==> config.mk <==
export PLATFORM = sky130hd
export DESIGN_NAME = max_priority_queue_unit
export DESIGN_NICKNAME = d
export VERILOG_FILES = /design/src/sv/mpq_pkg.sv /design/src/sv/mpq_scan.sv /design/src/sv/max_priority_queue_unit.sv
export SDC_FILE = /design/constraint.sdc
export NUM_CORES = 1
export LEC_CHECK = 0
export BUFFER_PORTS_ARGS = -buffer_cell sky130_fd_sc_hd__buf_2
export CORE_MARGIN = 8
export CORE_UTILIZATION = 30
export CTS_CLUSTER_DIAMETER = 200
export DETAILED_ROUTE_END_ITERATION = 16
export GPL_TIMING_DRIVEN = 0
export SLEW_MARGIN = 20
export SYNTH_ARGS = -nofsm -noshare
export SYNTH_HDL_FRONTEND = slang
export SYNTH_SLANG_ARGS = --single-unit
==> constraint.sdc <==
create_clock -name clk -period 9.1 [get_ports clk]
set_input_delay 0.455 -clock clk [delete_from_list [all_inputs] [get_ports clk]]
set_output_delay 0.455 -clock clk [all_outputs]
set_load 0.05 [all_outputs]
==> src/sv/mpq_pkg.sv <==
// ---------------------------------------------------------------------------
// mpq_pkg - shared types and codes of the max priority queue
// Operation kinds, status codes, sequencer states and scan control word.
// ---------------------------------------------------------------------------
package mpq_pkg;

  // operation kinds carried in the input word
  localparam logic [1:0] KIND_INSERT = 2'd0;
  localparam logic [1:0] KIND_PEEK   = 2'd1;
  localparam logic [1:0] KIND_REMOVE = 2'd2;

  // result status codes
  localparam logic [1:0] STATUS_OK    = 2'd0;
  localparam logic [1:0] STATUS_EMPTY = 2'd1;
  localparam logic [1:0] STATUS_FULL  = 2'd2;

  // sequencer states
  typedef enum logic [1:0] {
    S_IDLE,
    S_SCAN,
    S_SETTLE,
    S_FINISH
  } mpq_state_t;

  // control word from the sequencer to the scan unit
  typedef struct packed {
    logic en;
    logic first;
    logic signed_order;
  } mpq_scan_ctl_t;

endpackage

==> src/sv/mpq_scan.sv <==
// ---------------------------------------------------------------------------
// mpq_scan - running maximum over a stream of store entries
// One comparator, used once per entry, keeps the first greatest value seen
// and its position in the store.
// ---------------------------------------------------------------------------
module mpq_scan
  import mpq_pkg::*;
#(
  parameter int VALUE_BITS = 32,
  parameter int IDX_BITS   = 4
) (
  input  logic                  clk,
  input  mpq_scan_ctl_t         ctl,
  input  logic [VALUE_BITS-1:0] data,
  input  logic [IDX_BITS-1:0]   idx,
  output logic [VALUE_BITS-1:0] best_value,
  output logic [IDX_BITS-1:0]   best_idx
);

  localparam logic [VALUE_BITS-1:0] SIGN_BIT = {1'b1, {(VALUE_BITS-1){1'b0}}};

  logic [VALUE_BITS-1:0] best_value_r;
  logic [IDX_BITS-1:0]   best_idx_r;
  logic [VALUE_BITS-1:0] cmp_a;
  logic [VALUE_BITS-1:0] cmp_b;
  logic                  above;

  // flip the sign bit so that signed order becomes unsigned order
  always_comb begin
    cmp_a = ctl.signed_order ? (data ^ SIGN_BIT) : data;
    cmp_b = ctl.signed_order ? (best_value_r ^ SIGN_BIT) : best_value_r;
    above = cmp_a > cmp_b;
  end

  // take the first entry, then only a strictly greater one
  always_ff @(posedge clk) begin
    if (ctl.en && (ctl.first || above)) begin
      best_value_r <= data;
      best_idx_r   <= idx;
    end
  end

  assign best_value = best_value_r;
  assign best_idx   = best_idx_r;

endmodule

==> src/sv/max_priority_queue_unit.sv <==
// Insert, kind 3 and peek/remove on an empty store go from the accept straight to
// the finish state. Peek and remove: the scan reads one store entry per cycle
// through a single memory read port and one comparator, then settle and finish.
// One item at a time: a new word is taken only after the finish state loads the result word.
// Synchronous active-low reset empties the store (count to zero), selects signed
// order and drops any pending result; store contents stay undefined.
// ---------------------------------------------------------------------------
// max_priority_queue_unit - unsorted-array max priority queue
// Sequencer, entry memory and output register around a shared scan unit.
// ---------------------------------------------------------------------------
module max_priority_queue_unit
  import mpq_pkg::*;
#(
  parameter int CAPACITY   = 16,
  parameter int VALUE_BITS = 32
) (
  input  logic               clk,
  input  logic               rst_n,
  // input channel
  input  logic               in_valid,
  output logic               in_stall,
  input  logic [1:0]         in_kind,
  input  logic signed [31:0] in_value,
  // result channel
  output logic               out_valid,
  input  logic               out_stall,
  output logic signed [31:0] out_max_value,
  output logic [1:0]         out_status,
  output logic [4:0]         out_count,
  // configuration write channel
  input  logic               cfg_valid,
  output logic               cfg_ready,
  input  logic               cfg_data
);

  localparam int IW = $clog2(CAPACITY);
  localparam int CW = $clog2(CAPACITY + 1);
  localparam int XW = (VALUE_BITS > 32) ? VALUE_BITS : 32;
  localparam int OW = (CW > 5) ? CW : 5;

  // entry memory
  logic [VALUE_BITS-1:0] mem [CAPACITY];
  logic [VALUE_BITS-1:0] rd_data_r;
  logic                  rd_en;
  logic [IW-1:0]         rd_addr;
  logic                  wr_en;
  logic [IW-1:0]         wr_addr;
  logic [VALUE_BITS-1:0] wr_data;

  // control and working registers
  mpq_state_t            state_r, state_nxt;
  logic [CW-1:0]         count_r, count_nxt;
  logic                  signed_order_r;
  logic [1:0]            kind_r, kind_nxt;
  logic [IW-1:0]         issue_idx_r, issue_idx_nxt;
  logic [IW-1:0]         data_idx_r, data_idx_nxt;
  logic [VALUE_BITS-1:0] res_max_r, res_max_nxt;
  logic [1:0]            res_status_r, res_status_nxt;
  logic                  out_valid_r, out_valid_nxt;
  logic                  out_load;
  logic [31:0]           out_max_value_r;
  logic [1:0]            out_status_r;
  logic [4:0]            out_count_r;

  // scan unit link
  mpq_scan_ctl_t         scan_ctl;
  logic [VALUE_BITS-1:0] best_value;
  logic [IW-1:0]         best_idx;

  logic                  last_entry;
  logic [IW-1:0]         last_idx;
  logic [XW-1:0]         max_ext;
  logic [OW-1:0]         count_ext;

  assign last_idx   = IW'(count_r - CW'(1));
  assign last_entry = (data_idx_r == last_idx);

  mpq_scan #(
    .VALUE_BITS (VALUE_BITS),
    .IDX_BITS   (IW)
  ) u_scan (
    .clk        (clk),
    .ctl        (scan_ctl),
    .data       (rd_data_r),
    .idx        (data_idx_r),
    .best_value (best_value),
    .best_idx   (best_idx)
  );

  // sequencer: next state, memory access and result word
  always_comb begin
    state_nxt      = state_r;
    count_nxt      = count_r;
    kind_nxt       = kind_r;
    issue_idx_nxt  = issue_idx_r;
    data_idx_nxt   = data_idx_r;
    res_max_nxt    = res_max_r;
    res_status_nxt = res_status_r;
    rd_en          = 1'b0;
    rd_addr        = issue_idx_r;
    wr_en          = 1'b0;
    wr_addr        = count_r[IW-1:0];
    wr_data        = VALUE_BITS'($unsigned(in_value));
    in_stall       = 1'b1;
    out_load       = 1'b0;
    scan_ctl       = '{en: 1'b0, first: 1'b0, signed_order: signed_order_r};

    unique case (state_r)
      S_IDLE: begin
        in_stall = 1'b0;
        if (in_valid) begin
          kind_nxt       = in_kind;
          res_max_nxt    = '0;
          res_status_nxt = STATUS_OK;
          state_nxt      = S_FINISH;
          priority if (in_kind == KIND_INSERT) begin
            if (count_r == CW'(CAPACITY)) begin
              res_status_nxt = STATUS_FULL;
            end else begin
              wr_en     = 1'b1;
              count_nxt = count_r + CW'(1);
            end
          end else if (in_kind == KIND_PEEK || in_kind == KIND_REMOVE) begin
            if (count_r == '0) begin
              res_status_nxt = STATUS_EMPTY;
            end else begin
              // start the scan with entry 0
              rd_en         = 1'b1;
              rd_addr       = '0;
              issue_idx_nxt = IW'(1);
              data_idx_nxt  = '0;
              state_nxt     = S_SCAN;
            end
          end else begin
            // unused kind: report ok and leave the store alone
          end
        end
      end

      S_SCAN: begin
        scan_ctl.en    = 1'b1;
        scan_ctl.first = (data_idx_r == '0);
        if (last_entry) begin
          // hold the last entry in the read register for the move
          state_nxt = S_SETTLE;
        end else begin
          rd_en         = 1'b1;
          issue_idx_nxt = issue_idx_r + IW'(1);
          data_idx_nxt  = data_idx_r + IW'(1);
        end
      end

      S_SETTLE: begin
        res_max_nxt    = best_value;
        res_status_nxt = STATUS_OK;
        if (kind_r == KIND_REMOVE) begin
          // move the last entry into the freed slot
          wr_en     = 1'b1;
          wr_addr   = best_idx;
          wr_data   = rd_data_r;
          count_nxt = count_r - CW'(1);
        end
        state_nxt = S_FINISH;
      end

      S_FINISH: begin
        if (!out_valid_r || !out_stall) begin
          out_load  = 1'b1;
          state_nxt = S_IDLE;
        end
      end

      default: begin
        state_nxt = S_IDLE;
      end
    endcase
  end

  // output word: hold while stalled, drop once taken
  always_comb begin
    priority if (out_load) begin
      out_valid_nxt = 1'b1;
    end else if (!out_stall) begin
      out_valid_nxt = 1'b0;
    end else begin
      out_valid_nxt = out_valid_r;
    end
  end

  assign max_ext   = XW'(res_max_r);
  assign count_ext = OW'(count_r);

  // control registers
  always_ff @(posedge clk) begin
    if (!rst_n) begin
      state_r     <= S_IDLE;
      count_r     <= '0;
      out_valid_r <= 1'b0;
    end else begin
      state_r     <= state_nxt;
      count_r     <= count_nxt;
      out_valid_r <= out_valid_nxt;
    end
  end

  // configuration register
  always_ff @(posedge clk) begin
    if (!rst_n) begin
      signed_order_r <= 1'b1;
    end else if (cfg_valid && cfg_ready) begin
      signed_order_r <= cfg_data;
    end
  end

  // working and payload registers
  always_ff @(posedge clk) begin
    kind_r       <= kind_nxt;
    issue_idx_r  <= issue_idx_nxt;
    data_idx_r   <= data_idx_nxt;
    res_max_r    <= res_max_nxt;
    res_status_r <= res_status_nxt;
    if (out_load) begin
      out_max_value_r <= max_ext[31:0];
      out_status_r    <= res_status_r;
      out_count_r     <= count_ext[4:0];
    end
  end

  // entry memory: one write port, one registered read port
  always_ff @(posedge clk) begin
    if (wr_en) begin
      mem[wr_addr] <= wr_data;
    end
    if (rd_en) begin
      rd_data_r <= mem[rd_addr];
    end
  end

  assign cfg_ready     = 1'b1;
  assign out_valid     = out_valid_r;
  assign out_max_value = out_max_value_r;
  assign out_status    = out_status_r;
  assign out_count     = out_count_r;

endmodule

### Word level (Yosys, flattened, before mapping)

Memories as Yosys holds them, arrays and structs flattened. A register that Yosys moved wholly into a read port is not among the register bits.
Index checks and enable logic that the tools add are counted.

* add/sub/neg operators: 4
* magnitude comparators: 1
* equal/unequal tests: 19
* multiplexer cells: 62
* bitwise logic cells: 2
* reduce and logical (&&, ||, !) cells: 17

Operators with widths (number)
* $mux 32: 5
* $mux 4: 17
* $pmux 32 s2: 1
* $gt 32x32->1: 1
* $mux 2: 10
* $mux 5: 4
* $ne 2x2->1 const B: 10
* $mux 1: 18
* $pmux 4 s2: 2
* $pmux 5 s2: 1
* $add 4x1->4 const B: 2
* $eq 2x2->1 const B: 4
* $pmux 2 s4: 1
* $reduce_and 6->1: 1
* $add 5x1->5 const B: 1
* $eq 5x5->1 const B: 1
* $logic_not 5->1: 1
* $reduce_and 5->1: 1
* $sub 5x1->5 const B: 1
* $eq 2x1->1 const B: 2
* $eq 4x4->1: 1
* $logic_not 2->1: 2
* $logic_not 4->1: 1
* $pmux 1 s2: 2
* 9 further kinds: 15

* register bits after elaboration: 128
* bits in writable memories: 512
* input bits: 40
* output and inout port bits: 42
* logic and storage cells: 120
* memories kept: 1

Memories
* mem: words 16, width 32, rd ports 1, clocked after Yosys merged registers in 1, write ports 1, RTL line max_priority_queue_unit.sv:42 `logic [VALUE_BITS-1:0] mem [CAPACITY];`

### Logic depth before layout (Yosys ltp)

* word-level depth: 7
* gate-level depth with buffers: 12
* mapped depth without buffers: 7

### Hierarchy

From an unflattened synthesis, not the netlist that was laid out.

* cell total of the unflattened synthesis: 1845
* area total of the unflattened synthesis: 27671.5 sq um

Modules (own cells, without submodules)
* max_priority_queue_unit: times used 1, cells each 1696, area an instance 25745.9 sq um, seq. area each 19008.2 sq um
* mpq_scan: times used 1, cells each 149, area an instance 1925.6 sq um, seq. area each 1081.0 sq um

### Least setup slack after synthesis

OpenSTA, ideal clock, no wires.

* path kind: reg2reg
* start point: reg rd_data_r[31], read port of mem
* end point: reg u_scan.best_idx_r[0] (netlist: u_scan.best_idx[0]) (enable)
* data arrival time: 4.054 ns
* data required time: 8.615 ns
* path slack: 4.562 ns
* cell stages (with the launch flop): 7
* buffers on the path: 0
* clock period less this slack: 4.538 ns
* cell sequence: edfxtp_1 -> xor2_1 -> ha_1 -> nand4_1 -> nor4_1 -> o31ai_1 -> a21boi_0

* longest elaborated chain between the ends: 5

Ends and longest elaborated chain
* start, declared: RTL line max_priority_queue_unit.sv:43 `logic [VALUE_BITS-1:0] rd_data_r;`
* $not 1->1 (no line)
* $mux 32 (*): RTL line mpq_scan.sv:30 `cmp_a = ctl.signed_order ? (data ^ SIGN_BIT) : data;`
* $gt 32x32->1 (*): RTL line mpq_scan.sv:32 `above = cmp_a > cmp_b;`
* $logic_or 1x1->1 (*): RTL line mpq_scan.sv:37 `if (ctl.en && (ctl.first || above)) begin`
* $logic_and 1x1->1 (*): RTL line mpq_scan.sv:37
* end signal, assigned: RTL line mpq_scan.sv:39 `best_idx_r <= idx;`
* end, declared: RTL line mpq_scan.sv:23 `logic [IDX_BITS-1:0] best_idx_r;`

Mark *: on every way between the ends. The rest lies on a longest branch, timed or not.
A chain may end at the register's enable or synchronous reset.

### Worst setup path after layout

* start point: reg state_r[0]
* end point: mem mem[13][1] (enable)

* longest elaborated chain between the ends: 4

Ends and longest elaborated chain
* start, declared: RTL line max_priority_queue_unit.sv:51 `mpq_state_t state_r, state_nxt;`
* start signal, assigned: RTL line max_priority_queue_unit.sv:200 `state_r <= state_nxt;`
* $eq 2x2->1 or $logic_not 2->1 (tied branches): RTL line max_priority_queue_unit.sv:108 `unique case (state_r)`
* $pmux 1 s2: RTL line max_priority_queue_unit.sv:108
* $mux 1: RTL line max_priority_queue_unit.sv:231 `if (wr_en) begin`
* $mux 1 (implied by the code): RTL line max_priority_queue_unit.sv:232 `mem[wr_addr] <= wr_data;`
* end, declared: RTL line max_priority_queue_unit.sv:42

Several ways; a longest one is shown, not always the timed one.

==> results.py <==
metrics = {
    "run_status": {
        "status": "complete, no violations",
    },
    "yosys": {
        "synth_top_cell_by_area": "edfxtp_1",
        "synth.cell_area_um2": 27800,
        "ys_types": 58,
        "synth_cells": 1648,
        "ys_ff_latch": 672,
        "yosysWarningCount": 0,
        "synth_area_leaders": "edfxtp_1 72%, o221ai_2 3.3%, mux4_2 2.6%, mux2_2 2.6%, mux2i_1 2.5%",
        "synth-edff-count": 663,
        "yosysSeqAreaShare": 0.724,
        "synth_flop_cell": "edfxtp_1",
        "postSynthAreaPerCell_um2": 16.8,
        "synth-async-reset-ratio": 0,
        "yosysTopAreaCellShare": 0.717,
        "syn_nets": 1731,
    },
    "routing": {
        "drc": 0,
        "wl_per_cell_um": 22.8,
        "postRouteAntennaNets": 0,
        "vias": 15300,
        "drt-total-wl_mm": 69.6,
        "drt-vias-per-instance": 5.01,
        "first_pass_iters": 5,
        "drt-initial-drc-count": 1513,
    },
    "critical_path": {
        "worstPathArrival_ns": 4.33,
        "crit_top_cell": "clkbuf_1",
        "cp_cell_sequence": "inv_1, ha_1, clkbuf_1, nand3b_1, clkbuf_1, clkbuf_1, nor3b_1, a31oi_1, nor2_4, buf_12",
        "critPathTopFamily": "buffers and inverters",
        "crit_slowest_cell": "a31oi_1",
        "rrSetupSlack_ns": 5.10,
        "critPathKind": "reg2reg",
        "r2r-start": "state_r[0]",
        "crit_path_max_incr_delay_ns": 0.83,
        "worstReg2RegEnd": "mem[13][1]",
        "crit_buf_inv": 5,
        "crit_required_ns": 9.43,
        "start_kind": "register",
        "crit_fanout": 17,
        "endpoint_kind": "register",
        "reg2reg_depth": 10,
    },
    "power": {
        "p_comb_frac": 0.252,
        "powerDensity_nw_per_um2": 283,
        "peakVddDrop_uv": 143,
        "p_clk_frac": 0.299,
        "p_seq_frac": 0.449,
        "p_leak_nw": 10.9,
        "p_sw_frac": 0.315,
        "power_switching_mw": 2.89,
        "p_int_mw": 6.29,
    },
    "global_routing": {
        "grt_first_pass_wirelength_mm": 102,
        "grt_usage": 0.132,
        "overflow": 0,
        "grt_pass1_vias": 15900,
        "grt_max_degree": 35,
        "grt_antenna_before_repair": 6,
    },
    "timing": {
        "slew_headroom": 0.268,
        "hold_viol_final": 0,
        "final.setup.tns_ns": 0,
        "setup_viol": 0,
        "timing.fmax_mhz": 250,
        "finClkSkew_ns": 0.0220,
        "tightest_slew_ns": 1.09,
        "min_period_over_period": 0.439,
        "period_minus_slack_ns": 4.00,
        "drv_slew": 0,
        "grt_setup_unrepaired": "false",
    },
    "final_layout": {
        "regArea_um2": 20100,
        "multi_input_area_um2": 7080,
        "syn_to_final_growth_pct": 17.0,
        "layout_common_cells": "663 x edfxtp_1, 109 x a21oi_1, 108 x buf_2",
        "final_area_um2": 32500,
        "fillCellCount": 8577,
        "final_common_cell": "edfxtp_1",
        "layout.nets": 1901,
        "layoutNonFillerInstCount": 3058,
        "final_util": 0.354,
        "layout-drive-gt1-share": 0.225,
    },
    "cts": {
        "cts.clk_slew.worst_paths_ns": 0.06,
        "postCtsHoldBufs": 0,
        "clk_latency_ns": 0.60,
        "post_cts_buffers": 0,
        "cts_tree": "built",
        "cts_made_buffers": 69,
        "h-tree-depth": 3,
        "cts-root-buf": "clkbuf_16",
        "cts.sinks": 672,
        "post_cts_resized": 0,
        "clockBufferDepth": 3,
    },
    "worst_hold_path": {
        "hold_end": "kind_r[0]",
        "hp-start": "in_kind[0]",
        "holdPathStages": 1,
        "hold_path.class": "in2reg",
    },
    "floorplan": {
        "core-area_um2": 91700,
        "die_height_um": 320,
        "fp-row-count": 111,
        "die-area_um2": 103000,
        "initial_utilization": 0.303,
        "die_x_um": 320,
        "ios": 82,
    },
    "placed_design": {
        "routabilityCongestion": 0.814,
        "placed_cells": 2933,
        "portBuffers": 80,
        "dpl_cell_area_um2": 30300,
        "dp_hpwl_mm": 49.7,
    },
    "job": {
        "max-cap-violations": 0,
    },
}
## cells in the mapped netlist (5+ instances only)
cell,count
buf_4,8
buf_6,5
mux2i_1,69
buf_1,8
edfxtp_1,663
xor2_1,6
a21oi_1,109
nor2_1,84
a21boi_0,5
buf_2,28
a22oi_1,33
o221ai_1,35
inv_1,45
xnor2_1,6
a311o_1,32
nor2b_1,35
mux4_2,32
nand2_1,52
o21ai_0,9
clkbuf_1,59
a21o_1,36
ha_1,43
a31oi_1,5
nand4_1,7
o221ai_2,61
mux2_2,63
and2_1,40
dfxtp_1,9
nand3_1,11
## cell type report
cell class	count	area share
Sequential cell	672	0.618
Inverter	45	0.00520
Tap cell	1186	0.0457
Clock buffer	90	0.0585
Antenna cell	1	0.0000770
Multi-Input combinational cell	820	0.218
Clock inverter	34	0.00886
Timing Repair Buffer	99	0.0277
Buffer	111	0.0176
## metrics by stage
stage               setup slack, ns  hold slack [ns]  power [mW]
detailed placement             5.17            0.405        6.51
finish                         5.10           0.0459        9.19
global route                   4.99           0.0342        9.55
CTS                            5.11           0.0182        9.26
global placement               3.02            0.402        6.38
floorplan                      4.56            0.400        5.63
## flip-flops by register name, indices dropped and copies added, names as in the netlist, 5 cells and up
signal,count
max_ext,32
u_scan.best_value,32
out_count,5
out_max_value,32
rd_data_r,32
count_ext,5
mem,512
## power groups by stage
stage	clock network, mW	logic, mW	registers, mW
6_report	2.74	2.32	4.13
5_1_grt	2.91	2.49	4.15
4_1_cts	2.80	2.33	4.12
3_5_place_dp	0	2.32	4.19
3_3_place_gp	0	2.19	4.19
2_1_floorplan	0	1.47	4.16
## metal layers
metal  up-vias  track usage  wire (µm)
li1       6880            -          -
met1      7827        0.165      28700
met2       490        0.227      34500
met3       108       0.0276       4740
met4         6       0.0418       1540
met5         -            0         48
## logic make-up (layout without fill, tap and decap cells)
| kind of cell | Yosys count | in the layout | synth area share |
|---|---|---|---|
| other | 1 | 2 | 0.000135 |
| muxes | 164 | 164 | 0.0764 |
| adders and majority gates | 43 | 43 | 0.0194 |
| and+or+nand+nor | 259 | 259 | 0.0469 |
| xor gates and xnor gates | 13 | 13 | 0.00460 |
| buffers and inverters | 156 | 379 | 0.0265 |
| DFF | 672 | 672 | 0.724 |
| AOI/OAI and AO/OA | 340 | 340 | 0.102 |
## worst reg2reg max path: stages (launching register included)
cell	delay [ns]
dfxtp_1	0.39
inv_1	0.09
ha_1	0.20
clkbuf_1	0.20
nand3b_1	0.15
clkbuf_1	0.45
clkbuf_1	0.67
nor3b_1	0.12
a31oi_1	0.83
nor2_4	0.33
buf_12	0.28
## how the worst max path moves through the flow
stage	startpoint	to	slack, ns	cells after the start
after CTS	state_r[0]	mem[13][1]	5.11	9
after global placement	rd_data_r[31]	u_scan.best_value[13]	3.02	6
final	state_r[0]	mem[13][1]	5.10	10
after global routing	state_r[0]	mem[13][1]	4.99	9
after floorplan	rd_data_r[31]	u_scan.best_idx[0]	4.56	6
after detailed placement	state_r[0]	mem[13][8]	5.17	9
(Power assumes the default switching activity.)
